`config.mk`:
```
export PLATFORM = sky130hd
export DESIGN_NAME = sbpb_fifo
export DESIGN_NICKNAME = d
export VERILOG_FILES = /design/src/hw/rtl/sbpb_pkg.sv /design/src/hw/rtl/sbpb_fifo.sv
export SDC_FILE = /design/constraint.sdc
export NUM_CORES = 1
export LEC_CHECK = 0
export BUFFER_PORTS_ARGS = -buffer_cell sky130_fd_sc_hd__buf_2
export CAP_MARGIN = 20
export CORE_ASPECT_RATIO = 1.2
export CORE_MARGIN = 5
export CORE_UTILIZATION = 45
export CTS_BUF_LIST = sky130_fd_sc_hd__clkbuf_8
export DETAILED_ROUTE_END_ITERATION = 10
export PLACE_DENSITY = 0.77
export SETUP_SLACK_MARGIN = 0.4
export SYNTH_ARGS = -nofsm -noshare
export SYNTH_HDL_FRONTEND = slang
export SYNTH_SLANG_ARGS = --single-unit
```
`constraint.sdc`:
```
create_clock -name clk_i -period 3.7 [get_ports clk_i]
set_clock_uncertainty 0.2 [all_clocks]
set_input_delay 0.74 -clock clk_i [delete_from_list [all_inputs] [get_ports clk_i]]
set_output_delay 0.74 -clock clk_i [all_outputs]
set_load 0.02 [all_outputs]
```
`src/hw/rtl/sbpb_pkg.sv`:
```
// Shared constants, types and register codes for the spectrum bar/peak ballistics block.
package sbpb_pkg;

  // Defaults for the top-level parameters
  localparam int unsigned BIN_COUNT_DEF     = 64;
  localparam int unsigned FRACTION_BITS_DEF = 16;

  // Fixed field widths
  localparam int unsigned BIN_W     = 6;
  localparam int unsigned LEVEL_W   = 16;
  localparam int unsigned OUT_LVL_W = 17;
  localparam int unsigned CFG_W     = 16;
  localparam int unsigned CFG_IDX_W = 2;

  // Level mapping: product is 16x16, result scaled down by 2^MAP_SHIFT
  localparam int unsigned PROD_W      = 32;
  localparam int unsigned MAP_SHIFT   = 24;
  // Decay factors are Q0.16
  localparam int unsigned DECAY_SHIFT = 16;

  // Command queue depth between front and back
  localparam int unsigned QUEUE_DEPTH = 2;

  // Register reset values
  localparam logic [CFG_W-1:0] FLOOR_RST      = 16'hC400; // -15360
  localparam logic [CFG_W-1:0] SCALE_RST      = 16'd1092;
  localparam logic [CFG_W-1:0] BAR_DECAY_RST  = 16'd60000;
  localparam logic [CFG_W-1:0] PEAK_DECAY_RST = 16'd64000;

  typedef enum logic [CFG_IDX_W-1:0] {
    REG_FLOOR_LEVEL = 2'd0,
    REG_LEVEL_SCALE = 2'd1,
    REG_BAR_DECAY   = 2'd2,
    REG_PEAK_DECAY  = 2'd3
  } cfg_reg_e;

  typedef enum logic {
    MODE_SET  = 1'b0,
    MODE_TICK = 1'b1
  } mode_e;

  // Classified command handed from front to back
  typedef struct packed {
    logic             tick;
    logic             wr;
    logic [BIN_W-1:0] bin;
  } cmd_ctl_t;

  typedef struct packed {
    logic signed [CFG_W-1:0] floor_level;
    logic [CFG_W-1:0]        level_scale;
  } map_cfg_t;

  typedef struct packed {
    logic [CFG_W-1:0] bar_decay;
    logic [CFG_W-1:0] peak_decay;
  } decay_cfg_t;

endpackage

```
`src/hw/rtl/sbpb_fifo.sv`:
```
// Short command queue between the front and back parts.
module sbpb_fifo #(
  parameter int unsigned DW    = 8,
  parameter int unsigned DEPTH = sbpb_pkg::QUEUE_DEPTH,
  localparam int unsigned PW   = (DEPTH > 1) ? $clog2(DEPTH) : 1
) (
  input  logic          clk_i,
  input  logic          rst_ni,
  input  logic          push_valid_i,
  output logic          push_ready_o,
  input  logic [DW-1:0] push_data_i,
  output logic          pop_valid_o,
  input  logic          pop_ready_i,
  output logic [DW-1:0] pop_data_o
);

  localparam logic [PW-1:0] PTR_LAST = PW'(DEPTH - 1);
  localparam logic [PW:0]   CNT_FULL = (PW + 1)'(DEPTH);

  logic [DW-1:0] mem_q [DEPTH];
  logic [PW-1:0] wr_ptr_q, wr_ptr_d, rd_ptr_q, rd_ptr_d;
  logic [PW:0]   cnt_q, cnt_d;
  logic          push, pop;

  assign push_ready_o = (cnt_q != CNT_FULL);
  assign pop_valid_o  = (cnt_q != '0);
  assign pop_data_o   = mem_q[rd_ptr_q];
  assign push         = push_valid_i && push_ready_o;
  assign pop          = pop_valid_o && pop_ready_i;

  // pointer and count update
  always_comb begin
    wr_ptr_d = wr_ptr_q;
    rd_ptr_d = rd_ptr_q;
    cnt_d    = cnt_q;
    if (push) begin
      wr_ptr_d = (wr_ptr_q == PTR_LAST) ? '0 : wr_ptr_q + 1'b1;
    end
    if (pop) begin
      rd_ptr_d = (rd_ptr_q == PTR_LAST) ? '0 : rd_ptr_q + 1'b1;
    end
    if (push && !pop) begin
      cnt_d = cnt_q + 1'b1;
    end else if (pop && !push) begin
      cnt_d = cnt_q - 1'b1;
    end
  end

  always_ff @(posedge clk_i or negedge rst_ni) begin
    if (!rst_ni) begin
      wr_ptr_q <= '0;
      rd_ptr_q <= '0;
      cnt_q    <= '0;
    end else begin
      wr_ptr_q <= wr_ptr_d;
      rd_ptr_q <= rd_ptr_d;
      cnt_q    <= cnt_d;
    end
  end

  always_ff @(posedge clk_i) begin
    if (push) begin
      mem_q[wr_ptr_q] <= push_data_i;
    end
  end

endmodule

```
# Yosys cells after proc, flatten, opt, wreduce, memory -nomap -nowiden
# Memory sizes are Yosys's and may differ from the RTL's.
# Cells that the tools add are included.
# Widths: inputs -> output; s select.
# totals
n_memories	1
register_bits	4
wordCells	23
ram_bits	16
input_bits	12
# op_classes
addsub	4
muxes	6
n_eq_ne	1
n_reduce_logical	8
# mem_list
name	words	width	read_ports	rd_clocked_by_memory_dff	write_ports	line	source
mem_q	2	8	1	0	1	sbpb_fifo.sv:20	logic [DW-1:0] mem_q [DEPTH];
# op_table
op	n
$logic_and 1x1->1	4
$mux 1	4
$mux 2	2
$reduce_bool 2->1	2
$add 1x1->1 const B	2
$add 2x1->2 const B	1
$logic_not 1->1	2
$ne 2x2->1 const B	1
$sub 2x1->2 const B	1

# Depth between registers and ports, before layout
# logic_depth
word_depth	6
mapped_depth	7
depth_no_buf	7

# Least setup slack after synthesis
# Ideal clock, no wire load.
# synth_path
kind	flip-flop to output port
startpoint	register rd_ptr_q
endpoint	output port pop_data_o[0]
slack_ns	1.872
t_required_ns	2.760
t_arrival_ns	0.888
n_path_buf	1
stages_incl_launch_ff	3
cell_sequence	dfrtp_1 > buf_2 > mux2_2
# synth_between
elab_chain_len	1
# synth_rtl
item	line	source
start, declared	sbpb_fifo.sv:21	logic [PW-1:0] wr_ptr_q, wr_ptr_d, rd_ptr_q, rd_ptr_d;
start signal, assigned	sbpb_fifo.sv:56	rd_ptr_q <= rd_ptr_d;
$mem_v2 2x8	n/a	
end, declared	sbpb_fifo.sv:14	output logic [DW-1:0] pop_data_o
# No other way between the ends.

# Final worst setup path
# layout_path
startpoint	register rd_ptr_q
endpoint	output port pop_data_o[1]
# The elaborated chain is that of the path after synthesis.

==> results.sh <==
export IMPL_max_freq_mhz=434
export IMPL_synth_seq_cells=20
export IMPL_cts_buffer_depth=2
export IMPL_cell_with_the_largest_stage_delay_on_the_worst_path="dfrtp_1"
export IMPL_endpoint_type_of_the_worst_setup_path="output port"
export IMPL_timing_hold_worst_class="primary input to async pin"
export IMPL_clock_latency_ps=250
export IMPL_cts_made_buffers=3
export IMPL_track_usage_pct=10.6
export IMPL_total_leakage_power_uw=0.000392
export IMPL_max_slew_margin_rel_pct=55.6
export IMPL_synth_top_cell_area_share_pct=61.0
export IMPL_cts_h_tree_lvls=1
export IMPL_ant_nets=0
export IMPL_worstPathArrival_ps=1360
export IMPL_worst_ep_required_time_ps=2760
export IMPL_synth_top_area_cell="edfxtp_1"
export IMPL_setup_viol_count_final=0
export IMPL_vdd_ir_drop_worst_v=0.000427
export IMPL_drt_iter0_drc=8
export IMPL_area_growth_syn_to_layout_pct=21.3
export IMPL_cell_variety_after_synth=14
export IMPL_length_of_the_first_detailed_routing_pass_in_iterations=4
export IMPL_grt_first_pass_wirelength_mm=1.97
export IMPL_seq_area_frac_synth_pct=73.8
export IMPL_starting_utilization_of_the_core_area_pct=47.9
export IMPL_number_of_global_route_vias_before_repair=458
export IMPL_clk_pin_slew_worst_paths_ps=70
export IMPL_max_slew_worst_pin_slew_ps=663
export IMPL_fin_crit_ps=2300
export IMPL_final_nets=81
export IMPL_synth_top_cells_by_area="edfxtp_1, dfrtp_1, mux2_2"
export IMPL_crit_path_cell_trace="mux2_2 > buf_2"
export IMPL_synthesis_nets=56
export IMPL_half_perimeter_wire_length_of_the_detailed_placement_result_um=868
export IMPL_place_congestion=0.731
export IMPL_ctsResizeCount=0
export IMPL_synth_yosys_warnings=0
export IMPL_die_y_um=55.8
export IMPL_postSynthCellCount=43
export IMPL_clkSinkCount=20
export IMPL_drt_total_wl_mm=1.14
export IMPL_std_cell_rows=16
export IMPL_fraction_of_final_layout_cells_with_drive_strength_greater_than_1_pct=52.2
export IMPL_worst_path_largest_cell_delay_ps=560
export IMPL_routed_via_count=414
export IMPL_hold_violations=0
export IMPL_synth_avg_cell_area_um2=18.3
export IMPL_cts_root_buffer_cell="clkbuf_8"
export IMPL_crit_path_start_kind="flip-flop"
export IMPL_total_power_uw=783
export IMPL_die_area_mm2=0.00269
export IMPL_final_min_period_over_clock_period_pct=62.3
export IMPL_maximum_fanout_count_along_the_critical_path=9
export IMPL_grt_start_max_net_pins=12
export IMPL_worst_hold_slack_ps=78.6
export IMPL_antennaDiodeCount=0
export IMPL_cellPowerDensity_mw_per_mm2=820
export IMPL_remaining_drc_errors=0
export IMPL_post_drt_via_cell_ratio=4.87
export IMPL_totalNegativeSetupSlack_ps=0
export IMPL_detail_route_wl_per_cell_um=13.4
export IMPL_grt_overflow=0
export IMPL_fp_coreArea_mm2=0.00164
export IMPL_initial_antenna_violation_count=0
export IMPL_max_cap_violations=0
export IMPL_cts_repair_timing_setup_buffer_count=0
export IMPL_timing_worst_setup_path_type="flip-flop to output port"
export IMPL_grt_setup_unrepaired="false"
export IMPL_synth_cell_area_um2=787
export IMPL_die_width_um=48.2
export IMPL_top_level_ports=22
export IMPL_maxSlewViolCount=0
export IMPL_result_of_the_run="finished clean"
export IMPL_holdBufCountCts=0
export IMPL_numPortBuffers=21
export IMPL_cts_tree="built"
## path summary, 6_finish.rpt
check | slack, ps | start | to | cells past startpoint
min reg2reg | 290 | wr_ptr_q | wr_ptr_q | 1
max in group asynchronous | 3100 | rst_ni | rd_ptr_q | 1
min | 80 | rst_ni | wr_ptr_q | 1
min in group clk_i | 290 | wr_ptr_q | wr_ptr_q | 1
max reg2reg | 1950 | cnt_q[0] | mem_q[0][5] | 3
max | 1400 | rd_ptr_q | pop_data_o[1] | 2
## registers in the layout, indices dropped and copies added, names as in the netlist
name and flops:
mem_q 16, rd_ptr_q 1, cnt_q 2, wr_ptr_q 1
## worst max-delay path, delay by kind of cell, from the launching register on
family                 cells  cell delay, ps
buffers and inverters      1             160
DFF                        1             560
muxes                      1             390
## cells in the mapped netlist
cell type and instances:
edfxtp_1 16, mux2_2 8, dfrtp_1 4, xnor2_1 3, nor2_1 2, xor2_1 2
and3_1 1, buf_2 1, ha_1 1, inv_1 1, nand2_1 1, nand2_4 1
nand2b_4 1, or2_4 1
## metal layers
metal / part of all wire [%] / GRT usage, % / vias to the layer above / wire (um)
met1: 39 / 11.6 / 195 / 441
met5: 0 / 0 / - / 0
met4: 2.4 / 8.08 / 0 / 27
met2: 54 / 16.2 / 14 / 614
met3: 4.9 / 2.91 / 2 / 56
li1: - / - / 203 / -
## cells by family after synthesis
family,Yosys count,share of synthesized area (%)
mux,8,11.4
xor+xnor,5,5.57
flops,20,73.8
buf+inv,2,1.11
simple gates,7,6.52
fa+ha+maj,1,1.59
## cell type report
| class | instances | area [um2] |
|---|---|---|
| clock buffer | 3 | 41.3 |
| timing repair buffer | 21 | 105 |
| tap | 18 | 22.5 |
| sequential | 20 | 581 |
| fill | 135 | 687 |
| clock inverter | 1 | 3.75 |
| multi-input combinational | 21 | 198 |
| inverter | 1 | 3.75 |
## where the power goes
group | switching, uW | internal, uW
Sequential | 46.0 | 315
Clock | 64.2 | 73.7
Combinational | 151 | 132
Total | 261 | 521
## per-stage QoR
| stage | instances | setup slack, ps | util, % | area [um2] |
|---|---|---|---|---|
| after global routing | 85 | 1340 | 58.2 | 955 |
| after CTS | 85 | 1380 | 58.2 | 955 |
| final | 85 | 1400 | 58.2 | 955 |
| after global placement | 81 | 1670 | 55.4 | 910 |
| after detailed placement | 81 | 1670 | 55.4 | 910 |
| after floorplan | 43 | 1870 | - | 787 |
## cells in the final DEF (no fill, tap or decap), drive strengths merged
master / n
buf: 21
nor2: 2
nand2b: 1
and3: 1
clkinv: 1
dfrtp: 4
mux2: 8
nand2: 2
xor2: 2
edfxtp: 16
xnor2: 3
clkbuf: 3
or2: 1
ha: 1
inv: 1
Power figures use the tool's default switching activity.
