### src/hw/rtl/sbpb_pkg.sv
// Shared constants, types and register codes for the spectrum bar/peak ballistics block.
package sbpb_pkg;

  // Defaults for the top-level parameters
  localparam int unsigned BIN_COUNT_DEF     = 64;
  localparam int unsigned FRACTION_BITS_DEF = 16;

  // Fixed field widths
  localparam int unsigned BIN_W     = 6;
  localparam int unsigned LEVEL_W   = 16;
  localparam int unsigned OUT_LVL_W = 17;
  localparam int unsigned CFG_W     = 16;
  localparam int unsigned CFG_IDX_W = 2;

  // Level mapping: product is 16x16, result scaled down by 2^MAP_SHIFT
  localparam int unsigned PROD_W      = 32;
  localparam int unsigned MAP_SHIFT   = 24;
  // Decay factors are Q0.16
  localparam int unsigned DECAY_SHIFT = 16;

  // Command queue depth between front and back
  localparam int unsigned QUEUE_DEPTH = 2;

  // Register reset values
  localparam logic [CFG_W-1:0] FLOOR_RST      = 16'hC400; // -15360
  localparam logic [CFG_W-1:0] SCALE_RST      = 16'd1092;
  localparam logic [CFG_W-1:0] BAR_DECAY_RST  = 16'd60000;
  localparam logic [CFG_W-1:0] PEAK_DECAY_RST = 16'd64000;

  typedef enum logic [CFG_IDX_W-1:0] {
    REG_FLOOR_LEVEL = 2'd0,
    REG_LEVEL_SCALE = 2'd1,
    REG_BAR_DECAY   = 2'd2,
    REG_PEAK_DECAY  = 2'd3
  } cfg_reg_e;

  typedef enum logic {
    MODE_SET  = 1'b0,
    MODE_TICK = 1'b1
  } mode_e;

  // Classified command handed from front to back
  typedef struct packed {
    logic             tick;
    logic             wr;
    logic [BIN_W-1:0] bin;
  } cmd_ctl_t;

  typedef struct packed {
    logic signed [CFG_W-1:0] floor_level;
    logic [CFG_W-1:0]        level_scale;
  } map_cfg_t;

  typedef struct packed {
    logic [CFG_W-1:0] bar_decay;
    logic [CFG_W-1:0] peak_decay;
  } decay_cfg_t;

endpackage

### src/hw/rtl/sbpb_intf.sv
// Valid/ready channel interfaces for the input, result and configuration ports.
interface sbpb_in_if;
  logic                                 valid;
  logic                                 ready;
  logic                                 mode;
  logic [sbpb_pkg::BIN_W-1:0]           bin_index;
  logic signed [sbpb_pkg::LEVEL_W-1:0]  level_db;

  modport source (output valid, mode, bin_index, level_db, input ready);
  modport sink   (input valid, mode, bin_index, level_db, output ready);
endinterface


### src/hw/rtl/sbpb_front.sv
// Front part: accepts input beats, classifies them and maps dB levels to fractions.
module sbpb_front #(
  parameter int unsigned BIN_COUNT     = sbpb_pkg::BIN_COUNT_DEF,
  parameter int unsigned FRACTION_BITS = sbpb_pkg::FRACTION_BITS_DEF,
  localparam int unsigned LW           = FRACTION_BITS + 1
) (
  input  logic               clk_i,
  input  logic               rst_ni,
  sbpb_in_if.sink            in_i,
  input  sbpb_pkg::map_cfg_t cfg_i,
  output logic               push_valid_o,
  input  logic               push_ready_i,
  output sbpb_pkg::cmd_ctl_t push_ctl_o,
  output logic [LW-1:0]      push_target_o
);

  localparam int unsigned    BW      = sbpb_pkg::BIN_W;
  localparam int unsigned    PW      = sbpb_pkg::PROD_W;
  localparam int unsigned    MAP_SHR = sbpb_pkg::MAP_SHIFT - FRACTION_BITS;
  localparam logic [BW-1:0]  LAST_BIN = BW'(BIN_COUNT - 1);
  localparam logic [BW:0]    BIN_LIM  = (BW + 1)'(BIN_COUNT);
  localparam logic [LW-1:0]  ONE_LVL  = {1'b1, {FRACTION_BITS{1'b0}}};
  localparam logic [PW-1:0]  ONE_WIDE = PW'(ONE_LVL);

  logic               stg_vld_q;
  sbpb_pkg::cmd_ctl_t stg_ctl_q, ctl_d;
  logic [PW-1:0]      stg_prod_q, prod_d;
  logic               accept;
  logic               in_range;
  logic signed [sbpb_pkg::LEVEL_W:0] diff;
  logic               diff_pos;
  logic [PW-1:0]      frac_w;

  assign in_i.ready = !stg_vld_q || push_ready_i;
  assign accept     = in_i.valid && in_i.ready;

  // classify and multiply above the floor
  always_comb begin
    in_range  = ({1'b0, in_i.bin_index} < BIN_LIM);
    ctl_d.tick = (in_i.mode == sbpb_pkg::MODE_TICK);
    ctl_d.wr   = !ctl_d.tick && in_range;
    ctl_d.bin  = in_range ? in_i.bin_index : LAST_BIN;
    diff       = $signed({in_i.level_db[sbpb_pkg::LEVEL_W-1], in_i.level_db})
               - $signed({cfg_i.floor_level[sbpb_pkg::CFG_W-1], cfg_i.floor_level});
    diff_pos   = !diff[sbpb_pkg::LEVEL_W] && (diff != '0);
    prod_d     = diff_pos ? PW'(diff[sbpb_pkg::LEVEL_W-1:0]) * PW'(cfg_i.level_scale) : '0;
  end

  always_ff @(posedge clk_i or negedge rst_ni) begin
    if (!rst_ni) begin
      stg_vld_q <= 1'b0;
    end else if (accept) begin
      stg_vld_q <= 1'b1;
    end else if (push_ready_i) begin
      stg_vld_q <= 1'b0;
    end
  end

  always_ff @(posedge clk_i) begin
    if (accept) begin
      stg_ctl_q  <= ctl_d;
      stg_prod_q <= prod_d;
    end
  end

  // scale down and saturate to full scale
  assign frac_w        = stg_prod_q >> MAP_SHR;
  assign push_valid_o  = stg_vld_q;
  assign push_ctl_o    = stg_ctl_q;
  assign push_target_o = (frac_w >= ONE_WIDE) ? ONE_LVL : frac_w[LW-1:0];

endmodule

### src/flat_wrapper.sv
// flat-port wrapper written by rule: the top's interface ports become plain ports
module sbpb_front_flat 
#(
  parameter int unsigned BIN_COUNT     = sbpb_pkg::BIN_COUNT_DEF,
  parameter int unsigned FRACTION_BITS = sbpb_pkg::FRACTION_BITS_DEF,
  localparam int unsigned LW           = FRACTION_BITS + 1
)
  (clk_i, rst_ni, cfg_i, push_valid_o, push_ready_i, push_ctl_o, push_target_o, in_i_valid, in_i_mode, in_i_bin_index, in_i_level_db, in_i_ready);
  sbpb_in_if in_i_i ();
  input  logic clk_i;
  input  logic rst_ni;
  input  sbpb_pkg::map_cfg_t cfg_i;
  output logic push_valid_o;
  input  logic push_ready_i;
  output sbpb_pkg::cmd_ctl_t push_ctl_o;
  output logic [LW-1:0] push_target_o;
  input wire logic [$bits(in_i_i.valid)-1:0] in_i_valid;
  input wire logic [$bits(in_i_i.mode)-1:0] in_i_mode;
  input wire logic [$bits(in_i_i.bin_index)-1:0] in_i_bin_index;
  input wire logic [$bits(in_i_i.level_db)-1:0] in_i_level_db;
  output wire logic [$bits(in_i_i.ready)-1:0] in_i_ready;
  assign in_i_i.valid = in_i_valid;
  assign in_i_i.mode = in_i_mode;
  assign in_i_i.bin_index = in_i_bin_index;
  assign in_i_i.level_db = in_i_level_db;
  assign in_i_ready = in_i_i.ready;
  sbpb_front #(.BIN_COUNT(BIN_COUNT), .FRACTION_BITS(FRACTION_BITS)) u_core (.clk_i(clk_i), .rst_ni(rst_ni), .in_i(in_i_i), .cfg_i(cfg_i), .push_valid_o(push_valid_o), .push_ready_i(push_ready_i), .push_ctl_o(push_ctl_o), .push_target_o(push_target_o));
endmodule
### config.mk
export PLATFORM = sky130hd
export DESIGN_NAME = sbpb_front_flat
export DESIGN_NICKNAME = d
export VERILOG_FILES = /design/src/hw/rtl/sbpb_pkg.sv /design/src/hw/rtl/sbpb_intf.sv /design/src/hw/rtl/sbpb_front.sv /design/src/flat_wrapper.sv
export SDC_FILE = /design/constraint.sdc
export NUM_CORES = 1
export LEC_CHECK = 0
export BUFFER_PORTS_ARGS = -buffer_cell sky130_fd_sc_hd__buf_4
export CAP_MARGIN = 10
export CORE_MARGIN = 2
export CORE_UTILIZATION = 35
export CTS_CLUSTER_DIAMETER = 80
export DETAILED_ROUTE_END_ITERATION = 16
export PLACE_DENSITY_LB_ADDON = 0.2
export RECOVER_POWER = 100
export SLEW_MARGIN = 20
export SYNTH_ARGS = -nofsm -noshare
export SYNTH_HDL_FRONTEND = slang
export SYNTH_SLANG_ARGS = --single-unit
### constraint.sdc
create_clock -name clk_i -period 4.2 [get_ports clk_i]
set_clock_uncertainty 0.1 [all_clocks]
set_input_delay 0.42 -clock clk_i [delete_from_list [all_inputs] [get_ports clk_i]]
set_output_delay 0.42 -clock clk_i [all_outputs]
set_load 0.01 [all_outputs]
==> After elaboration in Yosys (flattened, before gate mapping) <==
Index checks and enable logic that the tools add are counted.
W data, S select, Z words.
{ "totals": {"reg_bits": 41, "latch_bits": 0, "romBits": 0, "mem_bits_rw": 0, "elab_cells": 19, "output_inout_bits": 27, "mem_count": 0} }
{ "op_classes": {"div_mod_pow": 0, "magnitude_cmp": 1, "bitwise": 0, "mul": 1, "muxes": 3, "shift": 0, "n_eq_ne": 0, "n_reduce_logical": 8, "n_addsub": 1} }
{ "ops": {"columns": ["op", "count"], "rows": [
  ["$mul A16 B16 Y32", 1],
  ["$ge A24 B17 Y1 const B", 1],
  ["$mux W17", 1],
  ["$reduce_bool A17 Y1", 1],
  ["$sub A16 B16 Y17", 1],
  ["$logic_not A1 Y1", 3],
  ["$logic_and A1 B1 Y1", 2],
  ["$mux W1", 2],
  ["$reduce_bool A2 Y1", 1],
  ["$logic_or A1 B1 Y1", 1]
]} }

==> Logic depth before layout (Yosys ltp) <==
{ "depth": {"depth_word": 4, "depth_mapped": 32, "ltp_nobuf": 30} }

==> Least setup slack after synthesis <==
No wires, ideal clock.
{ "synth_path": {"path_kind": "input to register", "startpoint": "in cfg_i[17] (netlist name)", "endpoint": "reg u_core.stg_prod_q[31] (data pin)", "stages": 29, "required_ps": 3825, "path_buffers": 2, "setup_slack_ps": -3465, "setup_time_ps": 275, "arrival_ps": 7290, "cell_sequence": "inv_1 ha_1 nor2b_1 o2111ai_1 a21o_1 nand3_1 a31oi_1 o311ai_0 clkbuf_1 nand2_1 fa_1 fa_1 inv_1 fa_1 fa_1 fa_1 inv_1 fa_1 inv_1 ha_1 clkbuf_1 a21oi_1 o2111ai_1 a41o_1 a31oi_1 nand3_1 o31ai_1 xnor2_1 a211oi_1"} }
{ "synth_between": {"elab_chain_len": 3} }
{ "synth_lines": {"columns": ["element", "line_no", "text"], "rows": [
  ["from (decl)", "flat_wrapper.sv:12", "input sbpb_pkg::map_cfg_t cfg_i;"],
  ["$sub A16 B16 Y17 (*)", "sbpb_front.sv:44", "- $signed({cfg_i.floor_level[sbpb_pkg::CFG_W-1], cfg_i.floor_level});"],
  ["parallel branches: the longest is 2 deep, another holds $mul A16 B16 Y32", null, null],
  ["to (signal assigned)", "sbpb_front.sv:62", "stg_prod_q <= prod_d;"],
  ["to (decl)", "sbpb_front.sv:27", "logic [PW-1:0] stg_prod_q, prod_d;"]
]} }
Mark *: on every way between the ends.
A chain may end at the register's enable or synchronous reset.

==> Worst setup path in the final report <==
{ "layout_path": {"startpoint": "in in_i_level_db[0]", "endpoint": "reg u_core.stg_prod_q[29] (data pin)"} }
{ "layout_between": {"elab_chain_len": 3} }
{ "layout_lines": {"columns": ["element", "line_no", "text"], "rows": [
  ["from (decl)", "flat_wrapper.sv:20", "input wire logic [$bits(in_i_i.level_db)-1:0] in_i_level_db;"],
  ["$sub A16 B16 Y17 (*)", "sbpb_front.sv:44", null],
  ["parallel branches: the longest is 2 deep, another holds $mul A16 B16 Y32", null, null]
]} }
Marks and branches as above.

==> summary.md <==
| Metric | Value |
|---|---|
| Outcome | finished with violations |
| Final Hold Viols | 0 |
| FMAX | 142.6 MHz |
| Worst r2r src | u_core.push_valid_o$_DFFE_PN0P_ |
| Filler cell count | 2914 |
| Hold Crit Class | in2reg |
| Largest net degree at the start of global routing | 29 |
| Worst slack, placed | -3.303 ns |
| CP max stage cell | fa_2 |
| Flop2flop setup slack | 1.80 ns |
| Max transition margin | 3.494% |
| DRT iter0 DRCs | 381 |
| Synth area leader | fa_1 |
| First-pass GRT wire length | 46920 um |
| Placed Cells | 1827 |
| Avg Inst Size Synth | 8.991 um2 |
| Gate Count Post-Synth | 1182 |
| Minimum clock period | 7.014 ns |
| Crit end category | register |
| CTS max path bufs | 2 |
| Clock Latency Late Sink | 0.27 ns |
| Starting density of the core | 35.67% |
| Worst min-delay path startpoint | in_i_bin_index[1] |
| Worst-path maximum fanout | 7 |
| Clock sink count | 33 |
| Synth Flop Type | edfxtp_1 |
| Slew Limit Fails | 0 |
| Core Area | 0.02980 mm2 |
| Reg2Reg Depth | 3 |
| CTS tree | done |
| Final net count | 1846 |
| TritonCTS buffer count | 5 |
| DR DRC count | 0 |
| Post-synthesis adder-cell area fraction | 50.32% |
| Rows | 63 |
| Setup TNS | -60.73 ns |
| Clock slew at reported path FFs | 0.06 ns |
| Critical path required time | 4.08 ns |
| Yosys reg bits | 33 |
| Worst R2R End | u_core.stg_prod_q[16]$_SDFFCE_PN0P_ |
| Simple-gate portion of the synthesized area | 18.91% |
| Synth Area in XOR/XNOR | 2.390% |
| Synth Net Count | 1552 |
| Vias in the first global route | 9466 |
| Fraction of layout cells with a size suffix above 1 | 32.63% |
| Die Y | 178.3 um |
| All-Layer GR Usage | 18.33% |
| Gr ovfl total | 0 |
| WHS Endpoint | u_core.push_ctl_o[1]$_DFFE_PP_ |
| Post-synthesis mux area share | 0.2943% |
| Ys Warns | 0 |
| Mapped Area | 0.01063 mm2 |
| Chip width | 178.3 um |
| Seq/Total Area, Yosys | 9.277% |
| Drt first pass iters | 5 |
| GP Congestion | 0.8376 |
| Failing checks | setup timing |
| Crit path top cell by count | fa_1 |
| Netlist cell types | 62 |
| Max_cap viols | 0 |
| Via density | 4.753 |
| Slew @ Worst Pin | 1.448 ns |
| Diodes inserted | 0 |
| Root Driver | clkbuf_16 |
| Worst setup SP type | input pin |
| RSZ-0062 raised after global routing | true |
| Final worst slack | -2.814 ns |
| Top cells by area, synth | fa_1 37%, ha_1 14%, edfxtp_1 9.0% |
| I/O Pins | 86 |
| Synth cell count leaders | 241 x inv_1, 194 x fa_1, 159 x nand2_1 |
| Die area | 0.03177 mm2 |
| Area Overhead vs Synth | 37.23% |
| HPWL Detailed | 24190 um |
| Arrival @ worst endpoint | 6.89 ns |
| Worst hold stages | 1 |
| Yosys top cell area share | 36.54% |
| Most common cell in the netlist | inv_1 |
| Post-synth EDFFs | 32 |
| Synth Area in Compound Gates | 8.594% |
| Routed vias | 8874 |
| # port buffers | 85 |
| Final wirelength | 27760 um |
| DR WL/cell | 14.87 um |
| Final setup violation count | 24 |
| Final Non-Filler Cells | 1867 |
| Max H-tree Level | 2 |
| Main combinational cell family by area after synthesis | adder cells |
| Initial antenna violation count | 0 |
| Crit Path Class | in2reg |
| CP max stage delay | 0.56 ns |
| Detail Route Antenna Nets | 0 |
| Async set-or-reset flop fraction in the synthesized netlist | 3.030% |
| Final period utilization | 167.0% |
flip-flops by register name (all words and copies together) (netlist names):
register,cells
u_core.stg_prod_q,24
u_core.push_valid_o,1
u_core.push_ctl_o,8
worst max-delay path by stage:
stage / from / endpoint / depth (start not counted)
after CTS: in_i_level_db[0] / u_core.stg_prod_q[31]$_SDFFCE_PN0P_ / 28
after floorplan: cfg_i[20] / u_core.stg_prod_q[31]$_SDFFCE_PN0P_ / 30
after global routing: in_i_level_db[0] / u_core.stg_prod_q[29]$_SDFFCE_PN0P_ / 29
final: in_i_level_db[0] / u_core.stg_prod_q[29]$_SDFFCE_PN0P_ / 30
after global placement: in_i_level_db[0] / u_core.stg_prod_q[31]$_SDFFCE_PN0P_ / 29
after detailed placement: in_i_level_db[0] / u_core.stg_prod_q[31]$_SDFFCE_PN0P_ / 29
routing by layer:
layer	part of all wire [%]	GRT usage (%)
met1	47	25.01
met2	49	32.80
met3	2.7	0.9591
met4	1.4	2.778
met5	0	0
kinds of logic after synthesis:
logic type	after synthesis
XOR/XNOR	29
multiplexers	3
buffers and inverters	284
AND/OR/NAND/NOR	389
AO/OA/AOI/OAI	133
adder cells (fa/ha/maj)	311
flip-flops	33
area by class of cell:
| cell class | instances | area [um2] | share of cell area (%) |
|---|---|---|---|
| inverters | 241 | 924.6 | 6.340 |
| multi-input cells | 865 | 9427 | 64.64 |
| well taps | 390 | 488.0 | 3.346 |
| repair buffers | 330 | 2587 | 17.74 |
| clock buffers | 5 | 125.1 | 0.8579 |
| clock inverters | 3 | 46.29 | 0.3174 |
| flip-flops and latches | 33 | 985.9 | 6.760 |
metrics by stage:
step	cell area, um2	hold WS (ns)	util [%]
finish	14580	0.2409	48.95
global placement	13610	0.09486	45.66
detailed placement	13610	0.09614	45.66
global route	14580	0.2328	48.95
floorplan	11060	0.02441	-
CTS	14270	0.2132	47.89
critical path, delay by kind of cell:
family,cells,cell delay [ns]
xor gates and xnor gates,1,0.13
adders and majority gates,9,3.36
buffers and inverters,8,0.66
AOI/OAI and AO/OA,6,1.03
and+or+nand+nor,6,1.25
repair_timing:
action | in CTS | in global routing
endpoints found under the hold margin | 1 | 0
resized for setup | 75 | 59
setup endpoints to repair | 24 | 24
pin swaps | 33 | 43
setup buffers | 18 | 14
hold buffers | 1 | 0
cell usage in the layout, fill, tap and decap left out, types with 9 or more instances in the layout:
master	n
a21oi_2	15
nand2_2	13
clkbuf_1	12
buf_4	281
ha_1	99
inv_2	15
xor2_1	10
and2_1	81
ha_4	16
nor2_1	20
and2_0	17
fa_2	13
buf_6	22
nor2b_1	22
xnor2_1	9
inv_1	223
nand2b_1	16
a21oi_1	13
o21ai_0	10
edfxtp_1	32
fa_1	181
a21o_1	11
a211oi_1	22
nand2_1	143
Power is not shown: default switching activity piles up to over one toggle a cycle in this logic, so the estimate is an artifact.
